`src/rtl/smc_pkg.sv`:
```
package smc_pkg;

  // main mode codes
  localparam logic [2:0] MODE_OPENING = 3'd0;
  localparam logic [2:0] MODE_CLOSING = 3'd1;
  localparam logic [2:0] MODE_STOPPED = 3'd2;
  localparam logic [2:0] MODE_OPENED  = 3'd3;
  localparam logic [2:0] MODE_CLOSED  = 3'd4;

  // auxiliary mode codes
  localparam logic [1:0] AUX_STOPPED = 2'd0;
  localparam logic [1:0] AUX_OPENED  = 2'd1;
  localparam logic [1:0] AUX_CLOSED  = 2'd2;

  // drive codes
  localparam logic [1:0] DRIVE_OFF   = 2'd0;
  localparam logic [1:0] DRIVE_OPEN  = 2'd1;
  localparam logic [1:0] DRIVE_CLOSE = 2'd2;

  // operation codes
  localparam logic [1:0] OP_OPEN  = 2'd0;
  localparam logic [1:0] OP_CLOSE = 2'd1;
  localparam logic [1:0] OP_STOP  = 2'd2;
  localparam logic [1:0] OP_CHECK = 2'd3;

  // configuration register indexes
  localparam int unsigned CfgIdxW = 2;
  localparam logic [CfgIdxW-1:0] REG_OPEN_TIME      = 2'd0;
  localparam logic [CfgIdxW-1:0] REG_MAX_CLOSE_TIME = 2'd1;

  localparam logic [31:0] OpenTimeReset     = 32'd15000;
  localparam logic [31:0] MaxCloseTimeReset = 32'd25000;

  typedef struct packed {
    logic [2:0]  main_mode;
    logic [1:0]  aux_mode;
    logic [31:0] start_stamp;
    logic        timeout_error;
    logic [1:0]  drive;
  } ctrl_state_t;

  typedef struct packed {
    logic [1:0]  operation;
    logic [31:0] now_ms;
    logic [2:0]  closed_samples;
    logic [2:0]  aux_samples;
  } cmd_t;

  localparam ctrl_state_t StateReset = '{
    main_mode:     MODE_STOPPED,
    aux_mode:      AUX_STOPPED,
    start_stamp:   32'd0,
    timeout_error: 1'b0,
    drive:         DRIVE_OFF
  };

endpackage

```
`src/rtl/smc_step.sv`:
```
module smc_step (
  input  smc_pkg::cmd_t       cmd_i,
  input  smc_pkg::ctrl_state_t state_i,
  input  logic [31:0]          open_time_i,
  input  logic [31:0]          max_close_time_i,
  output smc_pkg::ctrl_state_t state_o,
  output logic                 timed_out_o
);
  import smc_pkg::*;

  logic        limit_now;
  logic        close_ok;
  logic [31:0] elapsed;

  assign limit_now = ~cmd_i.closed_samples[0];
  assign close_ok  = (state_i.main_mode == MODE_OPENED) ||
                     (state_i.main_mode == MODE_OPENING) ||
                     (state_i.main_mode == MODE_STOPPED);
  // wrapping difference
  assign elapsed   = cmd_i.now_ms - state_i.start_stamp;

  always_comb begin
    state_o     = state_i;
    timed_out_o = 1'b0;
    case (cmd_i.operation)
      OP_OPEN: begin
        if (limit_now || state_i.main_mode == MODE_CLOSING) begin
          state_o.drive       = DRIVE_OPEN;
          state_o.start_stamp = cmd_i.now_ms;
          state_o.main_mode   = MODE_OPENING;
        end else if (state_i.main_mode != MODE_OPENING) begin
          state_o.main_mode = MODE_STOPPED;
        end
      end
      OP_CLOSE: begin
        if (close_ok && !limit_now) begin
          state_o.drive       = DRIVE_CLOSE;
          state_o.start_stamp = cmd_i.now_ms;
          state_o.main_mode   = MODE_CLOSING;
        end else if (state_i.main_mode != MODE_CLOSING) begin
          state_o.main_mode = MODE_STOPPED;
        end
      end
      OP_STOP: begin
        state_o.drive       = DRIVE_OFF;
        state_o.start_stamp = 32'd0;
      end
      default: begin
        if (state_i.main_mode == MODE_OPENING) begin
          if (elapsed > open_time_i) begin
            state_o.drive       = DRIVE_OFF;
            state_o.start_stamp = 32'd0;
            state_o.main_mode   = MODE_OPENED;
          end
        end else if (state_i.main_mode == MODE_CLOSING) begin
          if (elapsed > max_close_time_i) begin
            state_o.drive         = DRIVE_OFF;
            state_o.start_stamp   = 32'd0;
            state_o.timeout_error = 1'b1;
            timed_out_o           = 1'b1;
          end else if (cmd_i.closed_samples == 3'b000) begin
            state_o.drive       = DRIVE_OFF;
            state_o.start_stamp = 32'd0;
            state_o.main_mode   = MODE_CLOSED;
          end
        end
        state_o.aux_mode = (cmd_i.aux_samples == 3'b000) ? AUX_OPENED : AUX_CLOSED;
      end
    endcase
  end

endmodule

```
`src/rtl/shutter_motor_controller_core.sv`:
```
// Shutter motor controller. Each input beat carries one operation (open,
// close, stop or check) with a millisecond timestamp and the closed-limit and
// auxiliary sensor samples; each accepted beat yields exactly one result beat
// with the drive direction, main and auxiliary condition, the sticky timeout
// flag and whether this check timed out. An accepted beat passes through one
// input register, then the decision logic (one 32-bit subtract and compare
// against open_time or max_close_time) feeding the result register, where
// the controller state is also updated.
// Throughput is one beat per clock; the input side keeps accepting while a
// result waits, and stalls only when both the input register and the result
// register are full and the result beat is stalled. Registers open_time
// (index 0, reset 15000) and
// max_close_time (index 1, reset 25000) are written through the config port,
// which is always ready; writes to other indexes are dropped. Write them only
// while no beat is in flight.
module shutter_motor_controller_core (
  input  logic                         clk_i,
  input  logic                         rst_ni,
  // config write channel
  input  logic                         cfg_valid_i,
  output logic                         cfg_ready_o,
  input  logic [smc_pkg::CfgIdxW-1:0]  cfg_index_i,
  input  logic [31:0]                  cfg_data_i,
  // input channel
  input  logic                         in_valid_i,
  output logic                         in_stall_o,
  input  logic [1:0]                   operation_i,
  input  logic [31:0]                  now_ms_i,
  input  logic [2:0]                   closed_samples_i,
  input  logic [2:0]                   aux_samples_i,
  // result channel
  output logic                         out_valid_o,
  input  logic                         out_stall_i,
  output logic [1:0]                   motor_drive_o,
  output logic [2:0]                   main_condition_o,
  output logic [1:0]                   aux_condition_o,
  output logic                         error_flag_o,
  output logic                         check_timed_out_o
);
  import smc_pkg::*;

  // config registers
  logic [31:0] open_time_q;
  logic [31:0] max_close_time_q;

  // input register
  logic        in_valid_q;
  cmd_t        cmd_q;

  // controller state
  ctrl_state_t state_q, state_d;
  logic        timed_out_d;

  // result register
  logic        out_valid_q;
  ctrl_state_t res_q;
  logic        res_timed_out_q;

  logic        out_load;
  logic        in_take;

  // result register can load when empty or being drained
  assign out_load   = !out_valid_q || !out_stall_i;
  assign in_take    = in_valid_i && !in_stall_o;
  assign in_stall_o = in_valid_q && !out_load;

  assign cfg_ready_o = 1'b1;

  always_ff @(posedge clk_i or negedge rst_ni) begin
    if (!rst_ni) begin
      open_time_q      <= OpenTimeReset;
      max_close_time_q <= MaxCloseTimeReset;
    end else if (cfg_valid_i && cfg_ready_o) begin
      case (cfg_index_i)
        REG_OPEN_TIME:      open_time_q      <= cfg_data_i;
        REG_MAX_CLOSE_TIME: max_close_time_q <= cfg_data_i;
        default: ;  // unknown index, dropped
      endcase
    end
  end

  // input stage
  always_ff @(posedge clk_i or negedge rst_ni) begin
    if (!rst_ni) begin
      in_valid_q <= 1'b0;
    end else if (out_load || !in_valid_q) begin
      in_valid_q <= in_take;
    end
  end

  always_ff @(posedge clk_i) begin
    if (in_take) begin
      cmd_q <= '{operation:      operation_i,
                 now_ms:         now_ms_i,
                 closed_samples: closed_samples_i,
                 aux_samples:    aux_samples_i};
    end
  end

  smc_step u_step (
    .cmd_i            (cmd_q),
    .state_i          (state_q),
    .open_time_i      (open_time_q),
    .max_close_time_i (max_close_time_q),
    .state_o          (state_d),
    .timed_out_o      (timed_out_d)
  );

  // state commits as the beat moves into the result register
  always_ff @(posedge clk_i or negedge rst_ni) begin
    if (!rst_ni) begin
      state_q <= StateReset;
    end else if (in_valid_q && out_load) begin
      state_q <= state_d;
    end
  end

  always_ff @(posedge clk_i or negedge rst_ni) begin
    if (!rst_ni) begin
      out_valid_q <= 1'b0;
    end else if (out_load) begin
      out_valid_q <= in_valid_q;
    end
  end

  always_ff @(posedge clk_i) begin
    if (in_valid_q && out_load) begin
      res_q           <= state_d;
      res_timed_out_q <= timed_out_d;
    end
  end

  assign out_valid_o       = out_valid_q;
  assign motor_drive_o     = res_q.drive;
  assign main_condition_o  = res_q.main_mode;
  assign aux_condition_o   = res_q.aux_mode;
  assign error_flag_o      = res_q.timeout_error;
  assign check_timed_out_o = res_timed_out_q;

endmodule

```
`config.mk`:
```
export PLATFORM = sky130hd
export DESIGN_NAME = shutter_motor_controller_core
export DESIGN_NICKNAME = d
export VERILOG_FILES = /design/src/rtl/smc_pkg.sv /design/src/rtl/smc_step.sv /design/src/rtl/shutter_motor_controller_core.sv
export SDC_FILE = /design/constraint.sdc
export NUM_CORES = 1
export LEC_CHECK = 0
export ABC_AREA = 1
export BUFFER_PORTS_ARGS = -buffer_cell sky130_fd_sc_hd__buf_4
export CORE_MARGIN = 5
export CORE_UTILIZATION = 60
export CTS_CLUSTER_SIZE = 30
export DETAILED_ROUTE_END_ITERATION = 6
export PLACE_DENSITY = 0.78
export SETUP_SLACK_MARGIN = 0.5
export SYNTH_ARGS = -nofsm -noshare
export SYNTH_HDL_FRONTEND = slang
export SYNTH_SLANG_ARGS = --single-unit
```
`constraint.sdc`:
```
create_clock -name clk_i -period 6.45 [get_ports clk_i]
set_input_delay 1.6125 -clock clk_i [delete_from_list [all_inputs] [get_ports clk_i]]
set_output_delay 1.6125 -clock clk_i [all_outputs]
set_load 0.02 [all_outputs]
```
## Word level (Yosys, flattened, before mapping)

Index checks and enable logic that the tools add are counted.
Widths: inputs -> output; s select.

| word-level totals | value |
|---|---|
| flip-flop bits (word level) | 155 |
| bits of input ports | 79 |
| output and inout port bits | 12 |
| word-level logic and storage cells | 91 |

| cells by class | value |
|---|---|
| add/subtract/negate cells | 1 |
| order comparisons | 2 |
| equal/unequal tests | 10 |
| mux-type cells | 31 |
| bitwise logic cells | 2 |
| reductions and logical operators | 27 |

Operator list:

| operator | count |
|---|---|
| $mux 32 | 6 |
| $pmux 32 s3 | 1 |
| $gt 32x32->1 | 2 |
| $mux 35 | 1 |
| $sub 32x32->32 | 1 |
| $mux 3 | 9 |
| $mux 2 | 8 |
| $logic_not 3->1 | 3 |
| $pmux 3 s3 | 1 |
| $eq 3x2->1 const B | 2 |
| $pmux 2 s3 | 1 |
| $reduce_and 6->1 | 1 |
| $reduce_bool 6->1 | 1 |
| $logic_not 1->1 | 5 |
| $logic_or 1x1->1 | 5 |
| $ne 5x5->1 const B | 1 |
| $reduce_bool 5->1 | 1 |
| $reduce_or 5->1 | 1 |
| $eq 2x1->1 const B | 2 |
| $logic_and 1x1->1 | 4 |
| $logic_not 2->1 | 2 |
| $mux 1 | 4 |
| $ne 2x1->1 const B | 2 |
| $reduce_and 2->1 | 2 |
| other kinds (6) | 7 |

## Longest topological paths before layout

Gate-level depths: netlist (run 1).

| logic depth | value |
|---|---|
| depth after elaboration | 6 |
| gate-level depth with buffers | 30 |
| depth with buffers taken out | 30 |

## Cells and area by module

From an unflattened synthesis (run 1), not the netlist that was laid out.

| unflattened totals | value |
|---|---|
| cell total of the unflattened synthesis | 1351 |
| area, all modules | 11050.6 um2 |

Modules (own cells, without submodules):

| module | times used | cells each | area each (um2) |
|---|---|---|---|
| shutter_motor_controller_core | 1 | 520 | 5760.5 |
| smc_step | 1 | 831 | 5290.1 |

## Worst setup path before layout (run 1)

Ideal clock, no wire load.

| timing | value |
|---|---|
| kind | input port to output port |
| start point | input port out_stall_i |
| end point | output port in_stall_o |
| data arrival time | 2.003 ns |
| setup slack | 2.835 ns |
| cell stages on the path | 2 |
| buffers on the path | 0 |
| cell sequence | nand2_1 nor2_1 |

| on the way | value |
|---|---|
| longest elaborated chain between the ends | 4 |

RTL lines:

| item | line | RTL |
|---|---|---|
| start, declared | shutter_motor_controller_core.sv:33 | `input logic out_stall_i,` |
| $logic_not 1->1 | shutter_motor_controller_core.sv:63 | `assign out_load = !out_valid_q \|\| !out_stall_i;` |
| $logic_or 1x1->1 | shutter_motor_controller_core.sv:63 |  |
| $logic_not 1->1 | shutter_motor_controller_core.sv:65 | `assign in_stall_o = in_valid_q && !out_load;` |
| $logic_and 1x1->1 | shutter_motor_controller_core.sv:65 |  |
| end, declared | shutter_motor_controller_core.sv:26 | `output logic in_stall_o,` |

No other way between the ends.

## Worst setup path in the final report (run 1)

| timing | value |
|---|---|
| start point | register cmd_q[11] in the netlist's numbering |
| end point | register state_q[28] in the netlist's numbering |

| on the way | value |
|---|---|
| longest elaborated chain between the ends | 6 |
| elaborated cells on any way between the ends | 10 |
| those cells by class | add/sub (1); order compare (2); eq/ne (1); mux (4); reduce/logical (2) |

RTL lines:

| item | line | RTL |
|---|---|---|
| start, declared | shutter_motor_controller_core.sv:48 | `cmd_t cmd_q;` |
| start signal, assigned | shutter_motor_controller_core.sv:93 | `cmd_q <= '{operation: operation_i,` |
| $sub 32x32->32 (*) | smc_step.sv:20 | `assign elapsed = cmd_i.now_ms - state_i.start_stamp;` |
| $gt 32x32->1 | smc_step.sv:56 | `if (elapsed > max_close_time_i) begin` |
| $mux 32 | smc_step.sv:56 |  |
| $mux 35 | smc_step.sv:55 | `end else if (state_i.main_mode == MODE_CLOSING) begin` |
| $mux 32 | smc_step.sv:49 | `if (state_i.main_mode == MODE_OPENING) begin` |
| $pmux 32 s3 | smc_step.sv:25 | `case (cmd_i.operation)` |
| end signal, assigned | shutter_motor_controller_core.sv:112 | `state_q <= StateReset;` |
| end signal, assigned | shutter_motor_controller_core.sv:114 | `state_q <= state_d;` |
| end, declared | shutter_motor_controller_core.sv:51 | `ctrl_state_t state_q, state_d;` |

Every way passes the cells marked *; elsewhere a longest branch is shown, timed or not. The select of a mux whose other input is x is not followed.
A chain may end at the register's enable or synchronous reset.

==> results of run 1 <==
cells in the mapped netlist, drive strengths merged (7+ instances only):
| cell type | number | share of area (%) |
|---|---|---|
| nand4 | 8 | 0.53 |
| nand3 | 22 | 1.4 |
| dfrtp | 92 | 24 |
| clkbuf | 15 | 0.59 |
| dfstp | 14 | 3.9 |
| buf | 7 | 0.79 |
| nand2 | 294 | 12 |
| nor2 | 62 | 2.7 |
| a21oi | 74 | 3.9 |
| xor2 | 19 | 1.8 |
| edfxtp | 49 | 16 |
| xnor2 | 10 | 0.92 |
| ha | 100 | 13 |
| o21ai | 139 | 8.9 |
| inv | 171 | 6.8 |
how the worst max path moves through the flow:
stage | to | slack, ps | cells after the start
3_3_place_gp | state_q[32] | 2040 | 20
6_report | state_q[28] | 1850 | 20
4_1_cts | state_q[28] | 1850 | 20
5_1_grt | state_q[9] | 1400 | 20
2_1_floorplan | in_stall_o | 2830 | 2
3_5_place_dp | state_q[9] | 1970 | 20
power groups by stage:
stage	Combinational (mW)	Clock, mW	Sequential (mW)
after floorplan	1.58	0	1.30
after global placement	2.02	0	1.31
after detailed placement	2.07	0	1.32
after CTS	2.10	1.01	1.30
after global routing	2.40	1.05	1.32
final	2.10	0.994	1.30
through the flow:
stage	setup WS (ps)	utilization (%)	instances
after CTS	1850	69.3	1432
after global routing	1400	69.3	1432
after global placement	2040	65.6	1400
final	1850	69.3	1432
after detailed placement	1970	65.6	1400
after floorplan	2830	-	1113
registers in the layout (all words and copies together), names as in the netlist:
signal / cells
cmd_q: 40
state_q: 40
max_close_time_q: 32
open_time_q: 32
main_condition_o: 3
aux_condition_o: 2
motor_drive_o: 2
check_timed_out_o: 1
error_flag_o: 1
in_valid_q: 1
out_valid_o: 1
cells by family after synthesis:
family          after synthesis
other cells                   1
compound gates              234
simple gates                398
flops                       155
buf+inv                     195
xor+xnor                     29
fa+ha+maj                   101
worst reg2reg max path: stages, from the launching register on:
cell and delay, ps:
edfxtp_1 410, ha_1 390, a21oi_1 240, nand2_1 80, a21oi_1 340, o21ai_2 140
a21boi_1 280, o21ai_0 180, xor2_1 200, ha_1 310, nand2_1 70, nor2_1 140
nand2_1 90, nor2_2 150, nand2_1 80, nand2_2 90, nand2_2 100, nand3_2 100
nand3_4 640, nand2_1 350, o21ai_2 80
cell usage in the layout (no fill, tap or decap), drive strengths merged, types with 6 or more instances in the layout:
cell	n
nand2	294
inv	179
o21ai	139
ha	100
buf	93
dfrtp	92
a21oi	74
nor2	62
edfxtp	49
nand3	22
xor2	19
clkbuf	17
dfstp	14
xnor2	10
nand4	8
o21a	6
nor3	6
clkinv	6
metal layers:
metal,part of all wire (%),global-route usage [%],up-vias
li1,-,-,3810
met1,44,30.4,3491
met2,49,40.8,173
met3,4.5,4.53,39
met4,2.4,8.40,0
met5,0,0,-
layout make-up:
class / count / share of cell area, %
well taps: 216 / 2.48
flip-flops and latches: 155 / 38.0
clock buffers: 17 / 3.91
repair buffers: 93 / 6.41
clock inverters: 15 / 1.42
inverters: 173 / 5.96
multi-input cells: 763 / 41.8
==> impl_metrics.yaml, run 1 <==
outcome:
  outcome: "finished clean"
critical_path:
  timing.critical_path.slowest_stage_cell: "nand3_4"
  crit_arrival_ps: 4900
  crit_path_start: "cmd_q[11]"
  ff2ff_setup_slack_ps: 1850
  cp.buffers_inverters: 0
  critPathLaunchType: "flip-flop"
  endpoint_kind: "flip-flop"
  worst-path-max-fanout: 64
  cp_slowest_stage_delay_ps: 640
  worstPathCellList: "ha_1, a21oi_1, nand2_1, a21oi_1, o21ai_2, a21boi_1, o21ai_0, xor2_1, ha_1, nand2_1, nor2_1, nand2_1, nor2_2, nand2_1, nand2_2, nand2_2, nand3_2, nand3_4, nand2_1, o21ai_2"
  crit_required_ps: 6750
  timing.critical_path.max_delay_family: "simple AND/OR/NAND/NOR gates"
  worst_r2r_path_depth: 20
  regToRegEndpoint: "state_q[28]"
  crit-reg2reg-launch: "cmd_q[11]"
  crit_top_cell: "nand2_1"
  path_class: "flip-flop to flip-flop"
timing:
  rsz0062_at_grt: "false"
  timing.final.setup_violations: 0
  slew_headroom_pct: 29.9
  timing_worst_slew_pin_value_ps: 1050
  timing.final.max_slew_violations: 0
  fin_crit_ps: 4600
  fmax_mhz: 217
  finalHoldWorstSlack_ps: 473
  post_route_setup_tns_ps: 0
  hold_violations: 0
  min_period_over_period_pct: 71.3
  clock-skew-final_ps: 9.61
clock_tree:
  cts_tree: "built"
  cts.repair.resized: 0
  deepest_level_of_the_cts_h_tree: 4
  cts.clk_slew.worst_paths_ps: 70
  clock_insertion_delay_worst_skew_ps: 440
  cts.repair_timing.setup_buffer_count: 0
  cts_root_buf: "clkbuf_16"
  cts-buffers-inserted: 17
  numClockSinks: 155
  post_cts_hold_buffer_count: 0
  cts_max_path_buffers: 2
pwr:
  power.density_cell_area_nw_per_um2: 403
  power.combinational.fraction_pct: 47.8
  pint_mw: 2.55
  max-vdd-ir-drop_mv: 0.227
  switching_power_mw: 1.85
  switching_share_pct: 42.0
  power.share.clock_pct: 22.6
  total_power_mw: 4.39
  share_seq_of_total_power_pct: 29.6
  power_leakage_nw: 5.27
detailed_routing:
  vias: 7513
  route.detailed.vias_per_inst: 5.25
  detailedRoute.firstPassIterationCount: 5
  finalWirelength_mm: 20.9
  wl_per_cell_um: 14.6
  drtIter0Drc: 433
  count_of_nets_left_with_antenna_violations_after_detail_routing: 0
  drc_errors: 0
finish:
  num-nets-final: 1383
  antenna_cells_inserted: 0
  area_growth_syn_to_layout_pct: 15.0
  sequential_cell_area_um2: 4140
  multi_input_gate_area_um2: 4550
  fillerInstances: 1267
  final_cell_area_um2: 10900
  final_layout_size_suffix_gt1_share_pct: 16.2
synth:
  yosys-mux-area-fraction_pct: 0
  yosys.area_share.xor_xnor_pct: 2.68
  synth_area_per_cell_um2: 8.51
  post_synth_fa_ha_maj_area_fraction_pct: 13.4
  total_of_warnings_raised_by_yosys: 0
  ys_seq_area_share_pct: 43.7
  yosys.area_share.simple_pct: 17.4
  synth_edf_count: 49
  ys_types: 42
  ys_seq_elements: 155
  postSynthNetCount: 1293
  ys_dominant_reg_cell: "dfrtp_1"
  combinational_family_with_the_most_area_after_synthesis: "simple AND/OR/NAND/NOR gates"
  synth_compound_gate_area_share_pct: 14.5
  post_synth_inst_count: 1113
  postSynth.asyncResetShare_pct: 68.4
  netlist_area_um2: 9470
global_routing:
  groute.usage.overall_pct: 23.9
  grt_start_max_net_pins: 65
  total_congestion_overflow: 0
  via_count_of_the_first_global_routing_pass: 7501
  grt_pass1_wl_mm: 35.1
  antenna_found_initial: 0
die:
  floorplan.initialDensity_pct: 60.3
  die_footprint_um2: 18400
  placementRows: 46
  floorplan.die.height_um: 136
  io-pin-count: 91
  floorplan.core_area_um2: 15700
  horiz_die_dim_um: 136
worst_hold_path:
  timing.hold.worst_endpoint: "state_q[2]"
  hold_depth: 2
  timing.hold.worst.class: "flip-flop to flip-flop"
  worst_hold_startpoint: "state_q[2]"
placed_design:
  placement.io_buffers: 89
  place.gp.congestion: 0.930
  detailed_place_hpwl_mm: 15.7
  dpl-instance-area_um2: 10300
run:
  maxCapViolations: 0
Power figures use the tool's default switching activity.
==> run 2, diff against run 1 <==
--- a/config.mk
+++ b/config.mk
@@ -5,7 +5,7 @@
 export SDC_FILE = /design/constraint.sdc
 export NUM_CORES = 1
 export LEC_CHECK = 0
-export ABC_AREA = 1
+export ABC_AREA = 0
 export BUFFER_PORTS_ARGS = -buffer_cell sky130_fd_sc_hd__buf_4
 export CORE_MARGIN = 5
 export CORE_UTILIZATION = 60
==> constraint.sdc (replaced) <==
create_clock -name clk_i -period 4.4 [get_ports clk_i]
set_input_delay 1.1 -clock clk_i [delete_from_list [all_inputs] [get_ports clk_i]]
set_output_delay 1.1 -clock clk_i [all_outputs]
set_load 0.02 [all_outputs]
==> impl_metrics.yaml, run 2 <==
outcome:
  outcome: "finished, violations left"
  violated_checks: "negative setup slack"
clock_tree:
  cts_tree: "built"
  deepest_level_of_the_cts_h_tree: 4
  numClockSinks: 155
  cts_root_buf: "clkbuf_16"
  post_cts_hold_buffer_count: 0
  cts-buffers-inserted: 17
  cts.clk_slew.worst_paths_ps: 60
  clock_insertion_delay_worst_skew_ps: 420
  cts_max_path_buffers: 2
placed_design:
  dpl_ws_ps: -432
  place.gp.congestion: 0.931
  placed_cells_incl_taps: 1153
  detailed_place_hpwl_mm: 15.2
  placement.io_buffers: 89
synth:
  synth_edf_count: 49
  synth_common_cells: "inv_1, ha_1, dfrtp_1, nand2_1, o21ai_0"
  ys_dominant_reg_cell: "dfrtp_1"
  netlist_area_um2: 8920
  ys_seq_area_share_pct: 46.4
  synth_top_area_cell: "dfrtp_1"
  postSynthNetCount: 1021
  yosys.area.top_type_share_pct: 25.8
  synth_area_per_cell_um2: 10.6
  synth.area.top_cells: "dfrtp_1, edfxtp_1, ha_1"
  postSynth.asyncResetShare_pct: 68.4
  post_synth_inst_count: 841
  total_of_warnings_raised_by_yosys: 0
  ys_types: 62
  post-synth-top-count-cell: "inv_1"
  ys_seq_elements: 155
detailed_routing:
  detailedRoute.firstPassIterationCount: 5
  vias: 7050
  drtIter0Drc: 452
  wl_per_cell_um: 17.9
  route.detailed.vias_per_inst: 5.85
  drc_errors: 0
  count_of_nets_left_with_antenna_violations_after_detail_routing: 0
  finalWirelength_mm: 21.6
worst_hold_path:
  timing.hold.worst.class: "flip-flop to flip-flop"
timing:
  rsz0062_at_grt: "true"
  post-route-worst-setup-slack_ps: -460
  hold_violations: 0
  clock-skew-final_ps: 8.17
  timing.final.max_slew_violations: 0
  fmax_mhz: 206
  fin_crit_ps: 4860
  finalHoldWorstSlack_ps: 468
  slew_headroom_pct: 35.1
  timing_worst_slew_pin_value_ps: 973
  min_period_over_period_pct: 110
  timing.final.setup_violations: 45
global_routing:
  via_count_of_the_first_global_routing_pass: 7350
  grt_start_max_net_pins: 77
  grt_pass1_wl_mm: 35.9
  total_congestion_overflow: 0
  groute.usage.overall_pct: 25.3
  antenna_found_initial: 0
critical_path:
  endpoint_kind: "flip-flop"
  path_class: "flip-flop to flip-flop"
  timing.critical_path.slowest_stage_cell: "a221o_2"
  crit_required_ps: 4710
  cp.buffers_inverters: 4
  cp_slowest_stage_delay_ps: 440
  worst-path-max-fanout: 16
  crit_arrival_ps: 5170
  critPathLaunchType: "flip-flop"
  worstPathCellList: "inv_1, ha_2, inv_2, fa_2, a21oi_2, nand4b_1, nand3_1, o21ai_2, o41ai_2, a221o_2, a311oi_2, o21ai_1, xor2_1, ha_1, nand4_1, buf_4, nor3_4, nand2_1, a31oi_2, a21oi_2, a32o_1, a21o_4, buf_12, a22o_1"
  ff2ff_setup_slack_ps: -460
  timing.critical_path.max_delay_family: "compound AO/OA/AOI/OAI gates"
  crit_top_cell: "a21oi_2"
finish:
  num-nets-final: 1188
  most_common_library_cell_in_the_layout_ignoring_fill_and_taps: "buf_4"
  fillerInstances: 929
  antenna_cells_inserted: 0
  finalNonFillerCells: 1205
  area_growth_syn_to_layout_pct: 25.6
  post-route-util_pct: 77.1
  final_layout_size_suffix_gt1_share_pct: 29.1
  largest_registers: "cmd_q x40, state_q x40"
  most-common-layout-cells: "buf_4, inv_1, ha_1"
die:
  horiz_die_dim_um: 132
  floorplan.initialDensity_pct: 61.4
  placementRows: 44
  floorplan.die.height_um: 132
  io-pin-count: 91
  die_footprint_um2: 17400
  floorplan.core_area_um2: 14500
pwr:
  power.density_cell_area_nw_per_um2: 661
  total_power_mw: 7.41
  power_leakage_nw: 5.35
  max-vdd-ir-drop_mv: 0.331
run:
  maxCapViolations: 0
run 2: cell count changes in the layout (fill, tap and decap cells not counted), sizes merged, moves of 38 or more:
| cell | change |
|---|---|
| inv | -73 |
| a21o | +38 |
| buf | +76 |
| o21ai | -78 |
| nand2 | -236 |
| nor2 | -41 |
run 2: area by class of cell:
cell class,instances,area [µm²],area share (%)
multi-input cells,559,4520,40.3
repair buffers,169,1310,11.7
flip-flops and latches,155,4140,37.0
inverters,106,398,3.55
clock inverters,7,115,1.03
clock buffers,25,487,4.34
well taps,184,230,2.05
run 2: report_power, final:
part / leakage [nW] / internal (mW) / switching [mW]
logic: 3.30 / 1.87 / 2.08
clock network: 0.295 / 0.941 / 0.555
registers: 1.75 / 1.80 / 0.160
total: 5.35 / 4.61 / 2.80
run 2: final timing paths:
kind	startpoint	end	cells past startpoint
worst max register to register	cmd_q[6]	state_q[4]	24
min in group asynchronous	rst_ni	max_close_time_q[11]	1
max in group asynchronous	rst_ni	max_close_time_q[29]	2
worst min register to register	state_q[2]	state_q[2]	1
worst max-delay path	cmd_q[6]	state_q[4]	24
worst min-delay path	state_q[2]	state_q[2]	1
run 2: cell families (layout without fill, tap and decap cells):
logic type      after synthesis  count (layout)  share of synthesized area (%)
buf+inv                     127             307                           5.51
fa+ha+maj                   101             101                           14.2
flops                       155             155                           46.4
compound gates              232             232                           17.5
simple gates                162             162                           9.07
xor+xnor                     27              27                           2.65
other cells                   1               1                         0.0420
mux                          36              36                           4.54
run 2: layer usage:
layer,vias up,track usage [%],share of wire [%]
met5,-,0,0
met4,0,9.20,2.0
met3,41,5.11,6.1
met2,233,40.7,48
met1,3435,34.2,44
li1,3341,-,-
run 2: through the flow:
step	setup TNS, ps	area (µm²)
finish	-18320	11200
global route	-26570	11200
CTS	-11530	11100
detailed placement	-16780	10200
global placement	-6040	10200
floorplan	0	8960
run 2: repair_timing:
action,4_1_cts,5_1_grt
endpoints found under the setup margin,45,45
buffers inserted,14,5
gates cloned,1,0
pin swaps,29,8
gates resized for setup,33,10
